`src/rtl/kvl_pkg.sv`:
```
`default_nettype none
package kvl_pkg;

    typedef enum logic [1:0] {
        FUNC_CLEAR  = 2'd0,
        FUNC_APPEND = 2'd1,
        FUNC_QUERY  = 2'd2,
        FUNC_NONE   = 2'd3
    } func_t;

    typedef enum logic [3:0] {
        ST_IDLE,
        ST_RD_LAST,
        ST_RD_FIRST,
        ST_DECIDE,
        ST_SEARCH,
        ST_RD_PAIR,
        ST_DIVIDE,
        ST_MUL,
        ST_SUM,
        ST_ENDT,
        ST_OUT
    } state_t;

    localparam logic [31:0] SCALE_ONE = 32'h0001_0000;

    // read address select codes
    localparam logic [1:0] ADDR_LAST  = 2'd0;
    localparam logic [1:0] ADDR_FIRST = 2'd1;
    localparam logic [1:0] ADDR_NEXT  = 2'd2;
    localparam logic [1:0] ADDR_CUR   = 2'd3;

    // datapath commands
    typedef struct packed {
        logic       load_item;
        logic       set_addr;     // read address select strobe
        logic [1:0] addr_sel;     // last, first, index i+1, index i
        logic       cap_last;
        logic       cap_cur;
        logic       cap_nxt;
        logic       res_default;
        logic       res_last;
        logic       res_first;
        logic       res_nxt;
        logic       div_start;
        logic       div_step;
        logic       mul_step;
        logic       sum_step;
        logic       endt_step;
        logic       out_load;
        logic       idx_clear;
        logic       idx_inc;
    } dp_cmd_t;

    // datapath status
    typedef struct packed {
        logic       func_clear;
        logic       func_append;
        logic       func_query;
        logic       cnt_zero;
        logic       cnt_one;
        logic       after_last;
        logic       before_first;
        logic       search_done;
        logic       seg_empty;
        logic       frac_full;
        logic       div_done;
        logic       endt_done;
    } dp_sts_t;

endpackage
`default_nettype wire

```
`src/rtl/kvl_ctrl.sv`:
```
`default_nettype none
module kvl_ctrl (
    input  wire logic            clk,
    input  wire logic            rst_n,
    input  wire logic            in_valid,
    output logic                 in_ready,
    output logic                 out_valid,
    input  wire logic            out_ready,
    input  wire kvl_pkg::dp_sts_t sts,
    output kvl_pkg::dp_cmd_t     cmd
);
    import kvl_pkg::*;

    state_t     state_reg, state_next;
    logic [4:0] cnt_reg, cnt_next;
    logic       ovalid_reg, ovalid_next;

    always_ff @(posedge clk or negedge rst_n)
    begin
        if (!rst_n)
        begin
            state_reg  <= ST_IDLE;
            cnt_reg    <= '0;
            ovalid_reg <= 1'b0;
        end
        else
        begin
            state_reg  <= state_next;
            cnt_reg    <= cnt_next;
            ovalid_reg <= ovalid_next;
        end
    end

    assign out_valid = ovalid_reg;

    // sequencer
    always_comb
    begin
        state_next  = state_reg;
        cnt_next    = cnt_reg;
        ovalid_next = ovalid_reg;
        cmd         = '0;
        in_ready    = 1'b0;
        if (ovalid_reg && out_ready)
        begin
            ovalid_next = 1'b0;
        end
        unique case (state_reg)
            ST_IDLE:
            begin
                in_ready = 1'b1;
                if (in_valid)
                begin
                    cmd.load_item = 1'b1;
                    state_next    = ST_RD_LAST;
                end
            end
            ST_RD_LAST:
            begin
                // item registered; append, clear and func 3 finish here
                if (!sts.func_query)
                begin
                    state_next = ST_IDLE;
                end
                else
                begin
                    cmd.set_addr = 1'b1;
                    cmd.addr_sel = ADDR_LAST;
                    state_next   = ST_RD_FIRST;
                end
            end
            ST_RD_FIRST:
            begin
                cmd.cap_last = 1'b1;
                cmd.set_addr = 1'b1;
                cmd.addr_sel = ADDR_FIRST;
                state_next   = ST_DECIDE;
            end
            ST_DECIDE:
            begin
                cmd.idx_clear = 1'b1;
                cmd.set_addr  = 1'b1;
                cmd.addr_sel  = ADDR_NEXT;
                if (sts.cnt_zero)
                begin
                    cmd.res_default = 1'b1;
                    state_next      = ST_ENDT;
                end
                else if (sts.cnt_one || sts.after_last)
                begin
                    cmd.res_last = 1'b1;
                    state_next   = ST_ENDT;
                end
                else if (sts.before_first)
                begin
                    cmd.res_first = 1'b1;
                    state_next    = ST_ENDT;
                end
                else
                begin
                    state_next = ST_SEARCH;
                end
            end
            ST_SEARCH:
            begin
                // time[i+1] read data is valid in this state and is captured
                cmd.cap_nxt = 1'b1;
                state_next  = ST_RD_PAIR;
            end
            ST_RD_PAIR:
            begin
                if (sts.search_done)
                begin
                    cmd.set_addr = 1'b1;
                    cmd.addr_sel = ADDR_CUR;
                    state_next   = ST_DIVIDE;
                    cnt_next     = '0;
                end
                else
                begin
                    cmd.idx_inc  = 1'b1;
                    cmd.set_addr = 1'b1;
                    cmd.addr_sel = ADDR_NEXT;
                    state_next   = ST_SEARCH;
                end
            end
            ST_DIVIDE:
            begin
                if (cnt_reg == 5'd0)
                begin
                    cmd.cap_cur   = 1'b1;
                    cmd.div_start = 1'b1;
                    cnt_next      = 5'd1;
                end
                else if (sts.seg_empty)
                begin
                    cmd.res_nxt = 1'b1;
                    state_next  = ST_ENDT;
                end
                else if (!sts.div_done)
                begin
                    cmd.div_step = 1'b1;
                end
                else if (sts.frac_full)
                begin
                    cmd.res_nxt = 1'b1;
                    state_next  = ST_ENDT;
                end
                else
                begin
                    cnt_next   = '0;
                    state_next = ST_MUL;
                end
            end
            ST_MUL:
            begin
                cmd.mul_step = 1'b1;
                cnt_next     = cnt_reg + 5'd1;
                if (cnt_reg == 5'd5)
                begin
                    state_next = ST_SUM;
                end
            end
            ST_SUM:
            begin
                cmd.sum_step = 1'b1;
                state_next   = ST_ENDT;
            end
            ST_ENDT:
            begin
                cmd.endt_step = 1'b1;
                if (sts.endt_done)
                begin
                    state_next = ST_OUT;
                end
            end
            ST_OUT:
            begin
                if (!ovalid_reg || out_ready)
                begin
                    cmd.out_load = 1'b1;
                    ovalid_next  = 1'b1;
                    state_next   = ST_IDLE;
                end
            end
            default:
            begin
                state_next = ST_IDLE;
            end
        endcase
    end
endmodule
`default_nettype wire

```
`config.mk`:
```
export PLATFORM = sky130hd
export DESIGN_NAME = kvl_ctrl
export DESIGN_NICKNAME = d
export VERILOG_FILES = /design/src/rtl/kvl_pkg.sv /design/src/rtl/kvl_ctrl.sv
export SDC_FILE = /design/constraint.sdc
export NUM_CORES = 1
export LEC_CHECK = 0
export ABC_CLOCK_PERIOD_IN_PS = 2800
export BUFFER_PORTS_ARGS = -buffer_cell sky130_fd_sc_hd__buf_4
export CAP_MARGIN = 20
export CORE_UTILIZATION = 35
export CTS_BUF_LIST = sky130_fd_sc_hd__clkbuf_4 sky130_fd_sc_hd__clkbuf_8
export CTS_CLUSTER_SIZE = 12
export DETAILED_ROUTE_END_ITERATION = 8
export GPL_ROUTABILITY_DRIVEN = 1
export SLEW_MARGIN = 20
export SYNTH_ARGS = -nofsm -noshare
export SYNTH_HDL_FRONTEND = slang
export SYNTH_SLANG_ARGS = --single-unit
```
`constraint.sdc`:
```
create_clock -name clk -period 2.8 [get_ports clk]
set_clock_uncertainty 0.05 [all_clocks]
set_input_delay 0.42 -clock clk [delete_from_list [all_inputs] [get_ports clk]]
set_output_delay 0.42 -clock clk [all_outputs]
set_load 0.01 [all_outputs]
```
### After elaboration in Yosys (flattened, before gate mapping)

Index checks and enable logic that the tools add are counted.

* flip-flop bits (word level): 10
* input bits: 16
* output and inout port bits: 21
* logic and storage cells: 89

* add/sub/neg operators: 1
* equality and inequality tests: 21
* muxes and demuxes: 55
* reductions and logical operators: 9

Operators by type and width (number)
* two-way mux 4 bit: 11
* case mux 4 bit (11 select lines): 1
* two-way mux 1 bit: 30
* two-way mux 5 bit: 5
* == test 4 x 3 -> 1 bit, second input constant: 4
* case mux 5 bit (3 select lines): 1
* == test 4 bit, second input constant: 3
* != test 2 bit, second input constant: 6
* != test 3 bit, second input constant: 4
* case mux 3 bit (4 select lines): 1
* two-way mux 3 bit: 3
* == test 4 x 2 -> 1 bit, second input constant: 2
* two-way mux 2 bit: 3
* AND reduction 6 bit: 1
* adder 5 x 1 -> 5 bit, second input constant: 1
* == test 5 x 3 -> 1 bit, second input constant: 1
* logical NOT 5 bit: 1
* AND reduction 5 bit: 1
* == test 4 x 1 -> 1 bit, second input constant: 1
* logical NOT 4 bit: 1
* nonzero test 3 bit: 1
* logical OR 1 bit: 2
* logical AND 1 bit: 1
* logical NOT 1 bit: 1

### Depth between registers and ports, before layout

* depth in word-level cells: 5
* depth in mapped cells: 6
* gate-level depth less buffers: 6

### Worst setup path before layout

Ideal clock, no wire load.

* path kind: register to output
* from: register state_reg[2]
* to: output port cmd[10] in the netlist's numbering
* data arrival time: 1.323 ns
* required time: 2.330 ns
* path slack: 1.007 ns
* cell stages (with the launch flop): 4
* path buffers: 1
* cells stage by stage: dfrtp_1 -> buf_2 -> or3_1 -> nor3_1

RTL lines
* start: declaration: line kvl_ctrl.sv:14 `state_t state_reg, state_next;`
* start signal: assignment: line kvl_ctrl.sv:28 `state_reg <= state_next;`
* end: declaration: line kvl_ctrl.sv:10 `output kvl_pkg::dp_cmd_t cmd`

==> summary by stage <==
Critical path
The critical path in this run is classified as reg -> out. The critical path required time is 2.33 ns. Of all nets on the critical path, the largest fanout is 21. The launch point of the worst path is state_reg[0]. In this run the critical register-to-register path is captured at state_reg[0]. The data arrival time of the critical path is 1.81 ns. The launch instance of the worst register-to-register path is state_reg[0].

The worst setup path is launched from a register. The depth of the worst register-to-register path is 5. The type of element capturing the critical path is an output port. In this run the register-to-register setup slack is 0.79 ns.

Synth
Of the synthesized area, sequential elements account for 27.1%. The largest total area in the synthesized netlist belongs to sky130_fd_sc_hd__dfrtp_1. The top cell type by area accounts for 27.1% of the synthesized area.

For this run, asynchronously set or reset flops after synthesis account for 100%. The per-instance average area after synthesis is 8.31 um^2. In this run the cell area of the synthesized design comes to 922 um^2. The net count of the mapped netlist is 130. The most instantiated flip-flop cell in the synthesis netlist is sky130_fd_sc_hd__dfrtp_1.

Synthesis instantiated 47 different standard cells from the library. By area the synthesized netlist is led by sky130_fd_sc_hd__dfrtp_1 (27%), sky130_fd_sc_hd__ha_1 (4.1%), sky130_fd_sc_hd__nand2b_1 (4.1%). The number of standard cells after synthesis is 111. The most common cell in the synthesized netlist is sky130_fd_sc_hd__dfrtp_1. Sorting the synthesized cells by how often they occur yields sky130_fd_sc_hd__dfrtp_1 (10), sky130_fd_sc_hd__nor2_1 (8), sky130_fd_sc_hd__nand2_1 (7), sky130_fd_sc_hd__nor3_1 (7). The flop and latch count out of synthesis is 10. The number of enable flip-flop cells after synthesis is 0. The number of warnings reported in the yosys synthesis log is 0.

Place
The quantity of I/O buffers inserted on ports is 34. The area after detailed placement is 1170 um^2. The global placement routability congestion is 0.847. The HPWL after detailed placement is 1.60 mm.

Clocking
In this run the number of H-tree levels came out at 1. The CTS root buffer is sky130_fd_sc_hd__clkbuf_4. The largest buffer count on any clock path is 2.

The clock insertion delay at the later pin of the skew report is 0.26 ns. Once the clock tree was built, the setup fixing pass inserted 0 buffers. In this run, post-CTS repair resized a total of 0 instances. TritonCTS built the clock tree. The number of clock buffers inserted by TritonCTS is 3. The clock slew at the register clock pins of the worst setup and hold paths is 0.07 ns.

Counting every sink on the clock net gives 10.

Hold path
The start point of the worst hold path is sts[5]. For hold timing, the worst endpoint is state_reg[2]. Counting instances, the worst hold path has a depth of 3. The worst hold path class is in -> reg.

Timing
For the pin with the worst max-slew slack, the measured transition is 0.604 ns. Headroom to the max-slew limit came out at 59.7%. The total count of hold-check failures in the final report is 0. The summed negative setup slack over all endpoints is 0 ns. The worst path in the final design needs a cycle of 2.28 ns, including I/O delays and setup. The number of slew-limit violations in the final report is 0. The number of setup violations in the final report is 0. Setup repair after global routing left no endpoint under its margin. The ratio of final minimum period to clock period is 81.3%. For this run, the top clock speed supported by timing is 0.439 GHz. The hold slack is 0.408 ns.

Power
The part of the total power dissipated in sequential elements is 37.7%. The worst vdd rail ir drop is 0.000366 V. The analysis attributes to net switching a power of 0.396 mW. Of the total power, the share spent switching nets is 42.3%. The internal power consumption is 0.540 mW. Combinational logic is responsible for 48.7% of the overall power.

In this run the power density over the cells is 766 nW/um^2. The part of the power in the clock network is 13.6%. Summed over all cells, the static leakage comes to 0.581 nW. The design draws 0.936 mW.

Drt
For this run, the detailed router's first-pass iteration total came to 4. The average via count per standard cell is 5.38. After detailed routing, the average wire length per cell comes to 12.6 um. The count of nets left with antenna violations once routing finished came out at 0. The number of DRC violations after detailed-routing iteration 0 is 15. The overall routed net length is 2.17 mm. The remaining design rule violation count is 0. The detailed router placed 930 vias in this run.

Floorplan
The placeable core area is 2480 um^2. Row generation in the floorplan step produced 18 rows. The area of the die is 2840 um^2.

The overall die width is 53.3 um. From bottom edge to top edge, the die measures 53.3 um. 37 I/O pins were placed. The starting density of the core is 37.2%.

Layout
The filler cells instantiated in the layout total 254. The register with the most flip-flops in the layout has 5 of them. The final cell area excluding filler cells is 1220 um^2. The share of final-layout standard cells stronger than drive strength 1 is 32.9%.

The number of antenna diodes in the final layout is 0. The final-stage net count is 163. Compared with the post-synthesis result, the final layout area differs by 32.4%.

Status
The run finished with clean final reports.

GRT
The global routing usage summed across all routing layers is 16.9%. The via count of the first global-routing pass was 802. The first global-routing pass estimated 3.54 mm of wire.

The largest net degree at the start of global routing is 22. The global route total overflow is 0. The initial antenna violation count is 0.

Job
The tool flagged a number of max-cap violations equal to 0.
## cells in the final DEF, fill, tap and decap left out, drive strengths merged, types with 2 or more instances in the layout
cell type,netlist,routed
nor2b,2,2
o2111ai,2,2
nand4b,2,2
nor2,8,8
a31oi,2,2
nor3,7,7
nor3b,2,2
nand3,2,2
mux2,2,2
o21bai,2,2
xor2,2,2
ha,3,3
or3,2,2
o21ai,8,8
buf,7,34
and2,4,4
clkbuf,0,4
a21oi,2,2
nand2b,6,6
dfrtp,10,10
a22oi,2,2
nand2,7,7
inv,7,7
## power by group through the flow
stage	clock, mW	combinational (mW)	sequential [mW]
2_1_floorplan	0	0.398	0.260
3_3_place_gp	0	0.452	0.353
3_5_place_dp	0	0.460	0.354
4_1_cts	0.134	0.462	0.353
5_1_grt	0.142	0.519	0.374
6_report	0.128	0.456	0.352
## how the worst max path moves through the flow
stage	endpoint	depth (start not counted)
floorplan	cmd[10]	3
global placement	cmd[9]	4
detailed placement	cmd[9]	4
CTS	cmd[10]	4
global route	cmd[10]	4
finish	cmd[9]	4
## per-layer routing
metal	up-vias	routed length (um)	global-route usage, %
met5	-	0	0
met4	0	11	2.63
met3	2	108	4.31
met2	24	1030	28.1
met1	431	1020	22.1
li1	473	-	-
## repair_timing
item / 4_1_cts / 5_1_grt
hold endpoints to repair: 10 / 0
hold buffers: 1 / 0
endpoints found under the setup margin: 0 / 0
## kinds of logic (layout without fill, tap and decap cells)
logic type,Yosys count,in the layout,share of synthesized area (%)
and+or+nand+nor,53,53,36.0
AOI/OAI and AO/OA,27,27,21.3
buffers and inverters,14,46,7.19
DFF,10,10,27.1
adders and majority gates,3,3,4.07
xor gates and xnor gates,2,2,1.90
muxes,2,2,2.44
## worst max-delay path, cell delays in order (launching register included)
cell and delay, ns:
sky130_fd_sc_hd__dfrtp_1 0.73, sky130_fd_sc_hd__nand2_1 0.09, sky130_fd_sc_hd__or3_1 0.38, sky130_fd_sc_hd__nor3_1 0.19, sky130_fd_sc_hd__buf_4 0.15
## stage by stage
stage | cells | setup WS (ns) | utilization, %
after floorplan | 111 | 1.01 | -
after global routing | 173 | 0.313 | 49.3
after CTS | 173 | 0.513 | 49.3
final | 173 | 0.524 | 49.3
after detailed placement | 168 | 0.816 | 47.4
after global placement | 168 | 0.823 | 47.4
## final cells by class
cell class	count	area [um^2]	share of cell area, %
clock buffer	4	36.3	2.97
tap	30	37.5	3.07
sequential	10	250	20.5
multi-input combinational	87	606	49.6
inverter	7	26.3	2.15
timing repair buffer	35	265	21.7
Note: power is estimated with default switching activity, not from simulation.
